[src/design/srx_pkg.sv]
package srx_pkg;

   localparam int unsigned HASH_W = 32;
   localparam int unsigned ROT_W  = 5;

   localparam logic [HASH_W-1:0] HASH_MUL = 32'h2D89_135D;
   localparam logic [HASH_W-1:0] HASH_ADD = 32'h4497_5913;
   localparam logic [HASH_W-1:0] HASH_XOR = 32'hBB5D_D64A;

   localparam logic [7:0] UPPER_LO = 8'h41;
   localparam logic [7:0] UPPER_HI = 8'h5A;
   localparam logic [7:0] CASE_BIT = 8'h20;

   localparam logic [ROT_W-1:0] ROT_STEP = 5'd7;

   // register indexes on the csr port
   localparam logic CSR_FOLD_CASE   = 1'b0;
   localparam logic CSR_SIGN_EXTEND = 1'b1;

   // one byte after the multiply stage, ready for the accumulator
   typedef struct packed {
      logic              has_byte;
      logic              last;
      logic [HASH_W-1:0] term;   // c*K1 + K2
      logic [HASH_W-1:0] mask;   // K3 rotated right by c[4:0]
   } srx_mix_type;

   function automatic logic [HASH_W-1:0] rotr(input logic [HASH_W-1:0] v,
                                              input logic [ROT_W-1:0] n);
      logic [2*HASH_W-1:0] w;
      w = {v, v} >> n;
      return w[HASH_W-1:0];
   endfunction

endpackage

[src/design/srx_front.sv]
module srx_front import srx_pkg::*; (
   input  logic              clock,
   input  logic              reset,
   input  logic              fold_case,
   input  logic              sign_extend_bytes,
   input  logic              in_valid,
   input  logic [7:0]        data_byte,
   input  logic              has_byte,
   input  logic              last,
   output logic              in_ready,
   output logic              mix_valid,
   output srx_mix_type       mix,
   input  logic              mix_ready
);

   logic              s1_valid_ff, s1_valid_in;
   logic [7:0]        s1_byte_ff;
   logic              s1_neg_ff;
   logic              s1_has_ff;
   logic              s1_last_ff;
   logic              s2_valid_ff, s2_valid_in;
   srx_mix_type       s2_mix_ff, s2_mix_in;

   logic              neg;
   logic              is_upper;
   logic [7:0]        byte_prep;
   logic [HASH_W-1:0] c_wide;
   logic [HASH_W-1:0] prod;
   logic              s1_ready;
   logic              s2_ready;

   // byte widening and case folding ahead of the input register
   assign neg       = sign_extend_bytes & data_byte[7];
   assign is_upper  = fold_case && !neg && (data_byte >= UPPER_LO) && (data_byte <= UPPER_HI);
   assign byte_prep = is_upper ? (data_byte | CASE_BIT) : data_byte;

   assign s2_ready = !s2_valid_ff || mix_ready;
   assign s1_ready = !s1_valid_ff || s2_ready;
   assign in_ready = s1_ready;

   assign s1_valid_in = s1_ready ? in_valid : s1_valid_ff;
   assign s2_valid_in = s2_ready ? s1_valid_ff : s2_valid_ff;

   // constant multiply on the widened byte, wraps mod 2^32
   assign c_wide = {{(HASH_W-8){s1_neg_ff}}, s1_byte_ff};
   assign prod   = c_wide * HASH_MUL;

   always_comb begin
      s2_mix_in.has_byte = s1_has_ff;
      s2_mix_in.last     = s1_last_ff;
      s2_mix_in.term     = prod + HASH_ADD;
      s2_mix_in.mask     = rotr(HASH_XOR, s1_byte_ff[ROT_W-1:0]);
   end

   always_ff @(posedge clock) begin
      if (reset) begin
         s1_valid_ff <= 1'b0;
         s2_valid_ff <= 1'b0;
      end else begin
         s1_valid_ff <= s1_valid_in;
         s2_valid_ff <= s2_valid_in;
      end
   end

   always_ff @(posedge clock) begin
      if (in_valid && s1_ready) begin
         s1_byte_ff <= byte_prep;
         s1_neg_ff  <= neg;
         s1_has_ff  <= has_byte;
         s1_last_ff <= last;
      end
      if (s1_valid_ff && s2_ready) begin
         s2_mix_ff <= s2_mix_in;
      end
   end

   assign mix_valid = s2_valid_ff;
   assign mix       = s2_mix_ff;

endmodule

[src/design/srx_accum.sv]
module srx_accum import srx_pkg::*; (
   input  logic              clock,
   input  logic              reset,
   input  logic              mix_valid,
   input  srx_mix_type       mix,
   output logic              mix_ready,
   output logic              rsp_valid,
   input  logic              rsp_stall,
   output logic [HASH_W-1:0] rsp_hash_value
);

   logic [HASH_W-1:0] hash_ff, hash_in;
   logic [ROT_W-1:0]  rot_ff, rot_in;
   logic              rsp_valid_ff, rsp_valid_in;
   logic [HASH_W-1:0] rsp_hash_ff;

   logic              out_ready;
   logic              go;
   logic [HASH_W-1:0] sum;
   logic [HASH_W-1:0] hash_new;
   logic [ROT_W-1:0]  rot_new;

   assign out_ready = !rsp_valid_ff || !rsp_stall;
   // a non-last byte never needs the output slot
   assign mix_ready = !mix.last || out_ready;
   assign go        = mix_valid && mix_ready;

   assign sum      = hash_ff + mix.term;
   assign hash_new = mix.has_byte ? (rotr(sum, rot_ff) ^ mix.mask) : hash_ff;
   assign rot_new  = mix.has_byte ? (rot_ff + ROT_STEP) : rot_ff;

   always_comb begin
      hash_in      = hash_ff;
      rot_in       = rot_ff;
      rsp_valid_in = rsp_valid_ff && rsp_stall;
      if (go) begin
         if (mix.last) begin
            hash_in      = '0;
            rot_in       = '0;
            rsp_valid_in = 1'b1;
         end else begin
            hash_in = hash_new;
            rot_in  = rot_new;
         end
      end
   end

   always_ff @(posedge clock) begin
      if (reset) begin
         hash_ff      <= '0;
         rot_ff       <= '0;
         rsp_valid_ff <= 1'b0;
      end else begin
         hash_ff      <= hash_in;
         rot_ff       <= rot_in;
         rsp_valid_ff <= rsp_valid_in;
      end
   end

   always_ff @(posedge clock) begin
      if (go && mix.last) begin
         rsp_hash_ff <= hash_new;
      end
   end

   assign rsp_valid      = rsp_valid_ff;
   assign rsp_hash_value = rsp_hash_ff;

endmodule

[src/design/string_hash_rotate_xor.sv]
// Channel  Direction  Handshake            Payload
// req      in         req_valid/req_stall  req_data_byte[7:0], req_has_byte, req_last
// rsp      out        rsp_valid/rsp_stall  rsp_hash_value[31:0]
// csr      in         csr_write_en         csr_index, csr_data
//
// One byte per cycle sustained while req_stall is low. A transfer on req passes
// the input register and the multiply register before it reaches the hash
// register; a last item puts its hash into the rsp register instead, and
// rsp_valid rises with it. The recurrence is one add, a rotate and an xor on the hash.
// Reset is synchronous: empties the pipe, clears the hash and rotation, and
// sets fold_case = 0, sign_extend_bytes = 1.
// req_stall rises only when a result sits in the rsp register under rsp_stall
// and a last item is waiting behind it; plain bytes keep flowing.
module string_hash_rotate_xor import srx_pkg::*; (
   input  logic              clock,
   input  logic              reset,
   // input channel
   input  logic              req_valid,
   output logic              req_stall,
   input  logic [7:0]        req_data_byte,
   input  logic              req_has_byte,
   input  logic              req_last,
   // result channel
   output logic              rsp_valid,
   input  logic              rsp_stall,
   output logic [HASH_W-1:0] rsp_hash_value,
   // configuration
   input  logic              csr_write_en,
   input  logic              csr_index,
   input  logic              csr_data
);

   logic        fold_case_ff, fold_case_in;
   logic        sign_ext_ff, sign_ext_in;
   logic        in_ready;
   logic        mix_valid;
   logic        mix_ready;
   srx_mix_type mix;

   // config registers; the user must write them only while idle, the block does not enforce it
   always_comb begin
      fold_case_in = fold_case_ff;
      sign_ext_in  = sign_ext_ff;
      if (csr_write_en) begin
         case (csr_index)
            CSR_FOLD_CASE:   fold_case_in = csr_data;
            CSR_SIGN_EXTEND: sign_ext_in  = csr_data;
            default: ;
         endcase
      end
   end

   always_ff @(posedge clock) begin
      if (reset) begin
         fold_case_ff <= 1'b0;
         sign_ext_ff  <= 1'b1;
      end else begin
         fold_case_ff <= fold_case_in;
         sign_ext_ff  <= sign_ext_in;
      end
   end

   // byte prep, input register, multiply stage
   srx_front u_front (
      .clock             (clock),
      .reset             (reset),
      .fold_case         (fold_case_ff),
      .sign_extend_bytes (sign_ext_ff),
      .in_valid          (req_valid),
      .data_byte         (req_data_byte),
      .has_byte          (req_has_byte),
      .last              (req_last),
      .in_ready          (in_ready),
      .mix_valid         (mix_valid),
      .mix               (mix),
      .mix_ready         (mix_ready)
   );

   // running hash, rotation counter, result register
   srx_accum u_accum (
      .clock          (clock),
      .reset          (reset),
      .mix_valid      (mix_valid),
      .mix            (mix),
      .mix_ready      (mix_ready),
      .rsp_valid      (rsp_valid),
      .rsp_stall      (rsp_stall),
      .rsp_hash_value (rsp_hash_value)
   );

   assign req_stall = !in_ready;

endmodule

[config.mk]
export PLATFORM = sky130hd
export DESIGN_NAME = string_hash_rotate_xor
export DESIGN_NICKNAME = d
export VERILOG_FILES = /design/src/design/srx_pkg.sv /design/src/design/srx_front.sv /design/src/design/srx_accum.sv /design/src/design/string_hash_rotate_xor.sv
export SDC_FILE = /design/constraint.sdc
export NUM_CORES = 1
export LEC_CHECK = 0
export ABC_AREA = 1
export BUFFER_PORTS_ARGS = -buffer_cell sky130_fd_sc_hd__buf_2
export CELL_PAD_IN_SITES_DETAIL_PLACEMENT = 2
export CELL_PAD_IN_SITES_GLOBAL_PLACEMENT = 2
export CORE_MARGIN = 2
export CORE_UTILIZATION = 37
export CTS_CLUSTER_DIAMETER = 150
export CTS_CLUSTER_SIZE = 8
export DETAILED_ROUTE_END_ITERATION = 10
export PLACE_DENSITY_LB_ADDON = 0.1
export SKIP_LAST_GASP = 1
export SLEW_MARGIN = 5
export SYNTH_ARGS = -nofsm -noshare
export SYNTH_HDL_FRONTEND = slang
export SYNTH_SLANG_ARGS = --single-unit
[constraint.sdc]
create_clock -name clock -period 5.8 [get_ports clock]
set_clock_uncertainty 0.2 [all_clocks]
set_input_delay 0.29 -clock clock [delete_from_list [all_inputs] [get_ports clock]]
set_output_delay 0.29 -clock clock [all_outputs]
set_load 0.01 [all_outputs]
==> run summary, run 1 <==
In this run the clock root is driven by a sky130_fd_sc_hd__clkbuf_16. The logs give 0.9360 for the weighted congestion at the end of routability-driven global placement and 18,219 for the number of global-route vias before repair. In the final layout, the share of cells above drive strength 1 is 10.30%.

By area the synthesized netlist is led by sky130_fd_sc_hd__edfxtp_1 20%, sky130_fd_sc_hd__nand3_1 16%, sky130_fd_sc_hd__nand2_1 12%. The worst pin sits at a relative slew slack of 25.31%. The number of buffers inserted during clock tree synthesis is 17, and the count of standard-cell rows is 77. The worst setup path endpoint was u_front.mix[60]. The die covers 46,430 um2.

The kind of end point of the critical path was a register. The shortest clock period the worst path allows after layout works out to 5450 ps. The tools report the count of unique library cells instantiated by Yosys as 48. For flop-to-flop paths, the worst setup slack is 350 ps. The tools report the startpoint of the most critical setup path as u_front.s1_byte_ff[2].

The summed instance area of the synthesized netlist came out at 16,550 um2. Setup repair after global routing left no endpoint under its margin. The total global routing track utilization came out at 31.56%. Derived from the worst setup path, the maximum achievable clock frequency is 183.5 MHz. Path type of the worst setup path: register to register. The commonest cells after synthesis are 530 x sky130_fd_sc_hd__nand2_1, 518 x sky130_fd_sc_hd__nand3_1, 344 x sky130_fd_sc_hd__inv_1.

The detailed router placed 16,427 vias in this run. STA puts the critical path data required time at 5840 ps. The clock net in this run drives a total of 151 sinks.

The worst register-to-register path has a depth of 21. The clock-pin slew of the registers on the worst-case setup and hold paths was 70 ps; the post-route antenna net violation count was 0. The tools report the total count of max-transition violations in the final report as 0. At the pin with the least slew margin, the transition time is 1120 ps. The per-cell via count in the routed design came out at 5.529. The x dimension of the die was 215.5 um; the final cycle utilization of the critical path was 93.97%. The final net count was 2,593. The worst setup path is launched from a register. The clock network is responsible for 14.5% of the overall power. Part of the total power dissipated in combinational logic: 64.3%.

Yosys printed 0 warnings. The first global-routing pass estimated 109.7 mm of wire. The flow ran to the end, and the final reports show no timing, DRC or antenna violations. Counting flops with a built-in enable in the synthesized netlist gives 109. The cell taking the most area after synthesis was sky130_fd_sc_hd__edfxtp_1. In this run the vertical extent of the chip is 215.5 um. Of the total power, the share spent switching nets is 51.68%. Setup violations remaining at the end of the flow were counted as 0. The worst IR drop on VDD was 205.2 uV.

The endpoint identified for the worst register-to-register timing path is u_front.mix[60]. The instance count of the mapped netlist came out at 2,338. For the count of TritonRoute iterations in the first routing pass, the log shows 5. Across the run, the number of max-cap violations was 0. The async set-reset flop share out of synthesis came out at 0%. The logs give 490 ps for the clock network latency to the later pin of the worst-skew pair and 66 for the pin count of the biggest net entering global routing. Summed over its instances, the top area cell type makes up 19.78% of the synthesized netlist area. Final hold analysis gives a worst-case slack of 230.1 ps. Relative to the synthesized area, the layout overhead comes to 9.551%. The synthesized design contains 151 register bits. The worst reg2reg path startpoint is u_front.s1_byte_ff[2]. Most numerous cell in the Yosys netlist: sky130_fd_sc_hd__nand2_1. The leakage power total is 8.782 nW, and the count of pins on the block boundary is 51. The analysis attributes to net switching a power of 4.062 mW. The number of buffers inserted by port buffering works out to 50. The wire length per cell after detailed routing was 24.47 um. Type of the most critical hold path: register to register. Global routing finished with a remaining overflow of 0.

Of the total power, registers draw 21.1%. The logs give 0 for the number of remaining DRC errors and 37.42% for the initial core utilization. The hold violation count in the final report is 0, and the sequential fraction of the synthesis area is 24.86%. The buffer levels on the longest clock path was 2; the endpoint arrival time on the critical path was 5490 ps.

The run gives 44,220 um2 as the area of the core. The most used flip-flop cell after synthesis is sky130_fd_sc_hd__edfxtp_1. The filler cell count came out at 5,322.

TritonCTS built the clock tree. Internal power of the cells: 3.798 mW. The power density relative to cell area was 433.6 nW/um2; the initial detailed-routing violation count was 994. The synthesized net count is 2,566, and the number of H-tree levels is 4. The total routed wirelength is 72.71 mm.

Averaged over all synthesized cells, the footprint is 7.077 um2. For the setup total negative slack, the log shows 0 ps. The number of antenna violations at the first check in global routing was 1; the post-DP HPWL was 59.79 mm.

Post-CTS timing repair inserted 0 buffers for setup. The maximum fanout along the worst path works out to 11.
[routing by layer]
metal	track usage, %	vias up	wire length [um]
met1	37.66	8229	30360
met3	5.328	124	3185
li1	-	7750	-
met2	55.25	322	35610
met5	0	-	12
met4	14.76	2	3537
[layout make-up]
class                      instances  area [um2]  share of cell area, %
tap                              592       740.7                  4.086
clock inverter                    14       151.4                 0.8352
timing repair buffer              90       595.6                  3.286
antenna                            1       2.502                0.01381
inverter                         352        1325                  7.310
sequential                       151        4119                  22.72
multi-input combinational       1753       10750                  59.32
clock buffer                      18       439.2                  2.423
[repair_timing]
action,in CTS,in global routing
resized for setup,0,1
setup endpoints to repair,0,1
hold endpoints to repair,15,0
hold buffers,18,0
[per-stage QoR]
step	instance area, um2	instances	setup slack [ps]	utilization (%)	total power [mW]
finish	18130	2971	349.8	40.99	7.860
global route	18120	2970	21.87	40.98	8.498
CTS	18120	2970	265.9	40.98	7.895
detailed placement	17350	2920	287.9	39.23	6.681
global placement	17350	2920	461.2	39.23	6.442
floorplan	16550	2338	435.8	-	5.014
[state kept, by name (all words and copies together) (netlist names)]
register                cells
u_front.mix                66
u_accum.rsp_hash_value     32
u_front.s1_byte_ff          8
u_front.mix_valid           1
fold_case_ff                1
u_accum.rsp_valid           1
u_front.s1_last_ff          1
u_front.s1_neg_ff           1
u_front.s1_has_ff           1
u_accum.hash_ff            32
u_front.s1_valid_ff         1
sign_ext_ff                 1
u_accum.rot_ff              5
[worst max-delay path, cell delays in order (launching register included)]
cell and delay, ps:
sky130_fd_sc_hd__edfxtp_1 470, sky130_fd_sc_hd__clkinvlp_4 250, sky130_fd_sc_hd__ha_1 390, sky130_fd_sc_hd__inv_1 90, sky130_fd_sc_hd__fa_1 510, sky130_fd_sc_hd__fa_1 460, sky130_fd_sc_hd__fa_1 510, sky130_fd_sc_hd__inv_1 40
sky130_fd_sc_hd__ha_1 270, sky130_fd_sc_hd__ha_1 360, sky130_fd_sc_hd__a21oi_1 210, sky130_fd_sc_hd__o21ai_0 160, sky130_fd_sc_hd__a21oi_2 240, sky130_fd_sc_hd__o21ai_2 100, sky130_fd_sc_hd__a21boi_1 250, sky130_fd_sc_hd__o21ai_2 110
sky130_fd_sc_hd__a21boi_2 200, sky130_fd_sc_hd__o21bai_1 110, sky130_fd_sc_hd__nand2_1 90, sky130_fd_sc_hd__nand2_1 50, sky130_fd_sc_hd__nand2_1 70, sky130_fd_sc_hd__nand2_1 60
[how the worst min path moves through the flow]
stage,to,slack [ps],startpoint,depth (start not counted)
4_1_cts,u_front.mix[64],230,u_front.s1_last_ff,0
2_1_floorplan,u_front.s1_byte_ff[0],190,req_data_byte[0],0
3_5_place_dp,u_front.mix[65],210,u_front.s1_has_ff,0
3_3_place_gp,u_front.mix[65],200,u_front.s1_has_ff,0
6_report,u_front.mix[64],230,u_front.s1_last_ff,0
5_1_grt,u_front.mix[64],230,u_front.s1_last_ff,0
[layout by cell type, fill, tap and decap left out, types with 6 or more instances in the layout]
| master | synthesis | final |
|---|---|---|
| sky130_fd_sc_hd__nand2_1 | 530 | 529 |
| sky130_fd_sc_hd__nand3_1 | 518 | 518 |
| sky130_fd_sc_hd__inv_1 | 344 | 343 |
| sky130_fd_sc_hd__ha_1 | 152 | 152 |
| sky130_fd_sc_hd__edfxtp_1 | 109 | 109 |
| sky130_fd_sc_hd__o21ai_0 | 91 | 91 |
| sky130_fd_sc_hd__a21oi_1 | 83 | 83 |
| sky130_fd_sc_hd__nor2_1 | 70 | 68 |
| sky130_fd_sc_hd__fa_1 | 59 | 59 |
| sky130_fd_sc_hd__buf_2 | 32 | 50 |
| sky130_fd_sc_hd__nand3_2 | 49 | 49 |
| sky130_fd_sc_hd__dfxtp_1 | 42 | 38 |
| sky130_fd_sc_hd__or2_2 | 33 | 33 |
| sky130_fd_sc_hd__and2_1 | 32 | 32 |
| sky130_fd_sc_hd__xor2_1 | 30 | 30 |
| sky130_fd_sc_hd__nand2_2 | 24 | 25 |
| sky130_fd_sc_hd__buf_4 | 4 | 22 |
| sky130_fd_sc_hd__xnor2_1 | 18 | 18 |
| sky130_fd_sc_hd__dlygate4sd3_1 | 0 | 18 |
| sky130_fd_sc_hd__clkbuf_16 | 0 | 17 |
| sky130_fd_sc_hd__nor2_2 | 10 | 11 |
| sky130_fd_sc_hd__nand4_1 | 10 | 10 |
| sky130_fd_sc_hd__nor3_1 | 7 | 7 |
| sky130_fd_sc_hd__inv_6 | 0 | 6 |
[logic make-up (layout without fill, tap and decap cells)]
group	after synthesis	in the layout	synth area share [%]
simple gates	1292	1292	37.16
buf+inv	434	474	10.22
fa+ha+maj	211	211	18.63
compound gates	201	201	6.518
flops	151	151	24.86
xor+xnor	48	48	2.541
mux	1	1	0.06050
other cells	0	1	0
[power by group through the flow]
stage / clock network [mW] / registers, mW / logic [mW]
floorplan: 0 / 1.56 / 3.45
CTS: 1.16 / 1.66 / 5.08
global placement: 0 / 1.67 / 4.77
detailed placement: 0 / 1.68 / 5.00
global route: 1.20 / 1.67 / 5.63
finish: 1.14 / 1.66 / 5.06
(Power assumes the default switching activity.)
==> run 2, diff against run 1 <==
--- a/config.mk
+++ b/config.mk
@@ -10,7 +10,7 @@
 export CELL_PAD_IN_SITES_DETAIL_PLACEMENT = 2
 export CELL_PAD_IN_SITES_GLOBAL_PLACEMENT = 2
 export CORE_MARGIN = 2
-export CORE_UTILIZATION = 37
+export CORE_UTILIZATION = 30
 export CTS_CLUSTER_DIAMETER = 150
 export CTS_CLUSTER_SIZE = 8
 export DETAILED_ROUTE_END_ITERATION = 10
==> run summary, run 2 (synthesized netlist as in run 1, its figures left out) <==
The run finished with clean final reports. The wire length per cell after detailed routing came out at 23.40 um (-4.4%). The tools report the cell total after placement as 3,037 (+4.0%). The vias after detailed routing is 16,074 (-2.1%).

The reported net switching power is 3.954 mW (-2.7%), and the post-DP HPWL is 59.64 mm (-0.26%). The critical path ends at u_front.mix[60]. Commonest non-fill, non-tap cell in the layout: sky130_fd_sc_hd__nand2_1.

The logs give 14.4% (about the same) for the relative contribution of the clock network to total power and 0 (unchanged) for the post-route antenna net violation count. The transition time of the tightest slew-check pin is 1136 ps (+15.42 ps), and the initial detailed-routing violation count is 935 (-5.9%). The library cells used most frequently in the layout, excluding fill and tap cells, are 530 x sky130_fd_sc_hd__nand2_1, 518 x sky130_fd_sc_hd__nand3_1, 342 x sky130_fd_sc_hd__inv_1, 152 x sky130_fd_sc_hd__ha_1, 109 x sky130_fd_sc_hd__edfxtp_1. The clock network latency to the later pin of the worst-skew pair is 480 ps (about the same), and the die outline height is 238.8 um (+11%).

The number of buffers inserted by port buffering is 50 (unchanged), and the total routed wirelength is 72.25 mm (-0.63%). The data required time at the worst endpoint came out at 5820 ps (-20 ps). The logs give 5 (unchanged) for the count of TritonRoute iterations in the first routing pass and 64.1% (-0.2 points) for the part of the total power dissipated in combinational logic. The run gives 0 (unchanged) as the number of remaining DRC errors.

Number of H-tree levels: 4 (unchanged). The delay of the slowest critical-path stage came out at 550 ps (+40 ps). In this run the critical register-to-register path is captured at u_front.mix[60]. The run gives 57,050 um2 (+23%) as the total die area.

Broken down by cell family, the worst path's largest delay share belongs to adder cells. The net switching fraction of the power was 50.76% (-0.92 points). The count of pins on the block boundary is 51 (unchanged), and the global-route wire length before repair is 107.8 mm (-1.8%). Area growth from synthesis to layout: 10.45%. The number of buffers inserted during clock tree synthesis is 17 (unchanged).

For the final net count, the log shows 2,598 (+0.19%). The path class of the tightest hold or removal check is register to register. The leakage power total is 8.789 nW (about the same), and the cell count along the critical path is 21 (unchanged). The run gives 67 (+1.5%) as the pin count of the biggest net entering global routing.

The per-cell via count in the routed design came out at 5.207 (-5.8%). Setup total negative slack: 0 ps (unchanged). STA classifies the critical path startpoint as a register. The final cycle utilization of the critical path was 92.67% (-1.3 points). The count of standard-cell rows is 86 (+12%), and the area of the core is 54,770 um2 (+24%).

The number of flip-flops in the largest register was 66 (unchanged). The worst setup path is captured at a register. The register-to-register path setup slack is 430 ps (+80 ps), and the x dimension of the die is 238.8 um (+11%). The count of antenna diodes in the layout came out at 0 (-1). Headroom to the max-slew limit: 24.29% (-1.0 points).

Most common cell type on the critical path: sky130_fd_sc_hd__nand2_1. The utilization after layout is 33.37% (-7.6 points). The number of global-route vias before repair was 17,361 (-4.7%). The run gives 1 (unchanged) as the number of antenna violations at the first check in global routing. By startpoint and endpoint, the worst setup path is classified as register to register.

For the buffer levels on the longest clock path, the log shows 2 (unchanged). The count of placed standard cells in the final layout, fillers left out was 3,087 (+3.9%); the endpoint arrival time on the critical path was 5400 ps (-90 ps). The total count of max-transition violations in the final report was 0 (unchanged); the power density relative to cell area was 426.2 nW/um2 (-1.7%).

TritonCTS built the clock tree. The weighted congestion at the end of routability-driven global placement was 0.8891 (-5.0%); the shortest clock period the worst path allows after layout was 5375 ps (-75.16 ps). The number of setup violations in the final report is 0 (unchanged), and the internal power of the cells is 3.836 mW (+0.98%). The worst IR drop on VDD was 211.8 uV (+3.2%); the path depth of the worst reg2reg path was 21 (unchanged).

The total global routing track utilization came out at 25.65% (-5.9 points). Maximum fanout along the worst path: 9 (-2). The tree is rooted in a sky130_fd_sc_hd__clkbuf_16. Setup repair after global routing left no endpoint under its margin.

The logs give 30.21% (-7.2 points) for the initial core utilization and 0 (unchanged) for the hold violation count in the final report. The number of violations of the max-capacitance limit is 0 (unchanged). In this run the worst setup path begins at u_front.s1_byte_ff[0].

The share of layout cells above drive strength 1 is 10.28% (-0.022 points), and the highest clock frequency the design can meet is 186.0 MHz (+1.4%). The register share of total power is 21.5% (+0.4 points), and the clock-pin slew of the registers on the worst-case setup and hold paths is 70 ps (about the same). TritonCTS sink count: 151 (unchanged). Critical path buffer and inverter count: 3 (unchanged).

Worst reg2reg path startpoint: u_front.s1_byte_ff[0]. The logs give 0 (unchanged) for the number of setup buffers added after CTS and 0 (unchanged) for the total global routing overflow. Walking the worst path, the cells encountered are inv_1, ha_1, ha_1, inv_1, fa_1, fa_1, fa_1, inv_1, ha_1, a21oi_1, o21ai_2, a21oi_2, o21ai_2, a21boi_1, o21ai_2, a21boi_2, o21bai_1, nand2_1, nand2_1, nand2_1, nand2_1. Critical path's slowest cell: sky130_fd_sc_hd__fa_1.
[run 2: area by class of cell]
cell class	instances	area [um2]
Clock buffer	21	471.7
Multi-Input combinational cell	1753	10750
Clock inverter	11	98.84
Inverter	352	1321
Sequential cell	151	4119
Fill cell	6466	36500
Tap cell	704	880.8
Timing Repair Buffer	95	633.1
[run 2: power by group through the flow]
stage / clock (mW) / combinational (mW) / sequential (mW)
floorplan: 0 / 3.45 / 1.56
global placement: 0 / 4.89 / 1.69
detailed placement: 0 / 5.02 / 1.69
CTS: 1.15 / 5.07 / 1.67
global route: 1.19 / 5.63 / 1.68
finish: 1.12 / 4.99 / 1.68
[run 2: metal layers]
metal	global-route usage (%)	vias to the layer above	routed length (um)
met1	33.24	8052	33290
li1	-	7743	-
met2	43.35	199	34290
met4	10.28	0	2832
met5	0	-	0
met3	3.060	80	1833
[run 2: worst min-delay path by stage]
| stage | from | end | slack, ps | depth (start not counted) |
|---|---|---|---|---|
| floorplan | req_data_byte[0] | u_front.s1_byte_ff[0] | 190 | 0 |
| global placement | u_front.s1_has_ff | u_front.mix[65] | 200 | 0 |
| detailed placement | u_front.s1_has_ff | u_front.mix[65] | 210 | 0 |
| CTS | reset | u_front.s1_valid_ff | 200 | 3 |
| global route | u_front.s1_has_ff | u_front.mix[65] | 230 | 0 |
| finish | u_front.s1_has_ff | u_front.mix[65] | 230 | 0 |
[run 2: repair_timing]
action	CTS	global route
hold endpoints to repair	15	0
hold buffers	18	0
gates resized for setup	0	0
setup endpoints to repair	0	0
[run 2: through the flow]
stage,hold slack [ps],power [mW],cell area [um2],setup WS [ps]
2_1_floorplan,188.9,5.014,16550,435.8
4_1_cts,199.4,7.883,18280,400.2
5_1_grt,229.5,8.501,18280,70.77
3_3_place_gp,203.5,6.584,17520,538.6
6_report,228.5,7.790,18280,425.0
3_5_place_dp,212.5,6.705,17520,407.2
[run 2: worst reg2reg max path, delay by kind of cell (launching register included)]
kind                       cells  cell delay, ps
adders and majority gates      6            2490
AOI/OAI and AO/OA              8            1310
DFF                            1             460
buffers and inverters          3             360
and+or+nand+nor                4             280
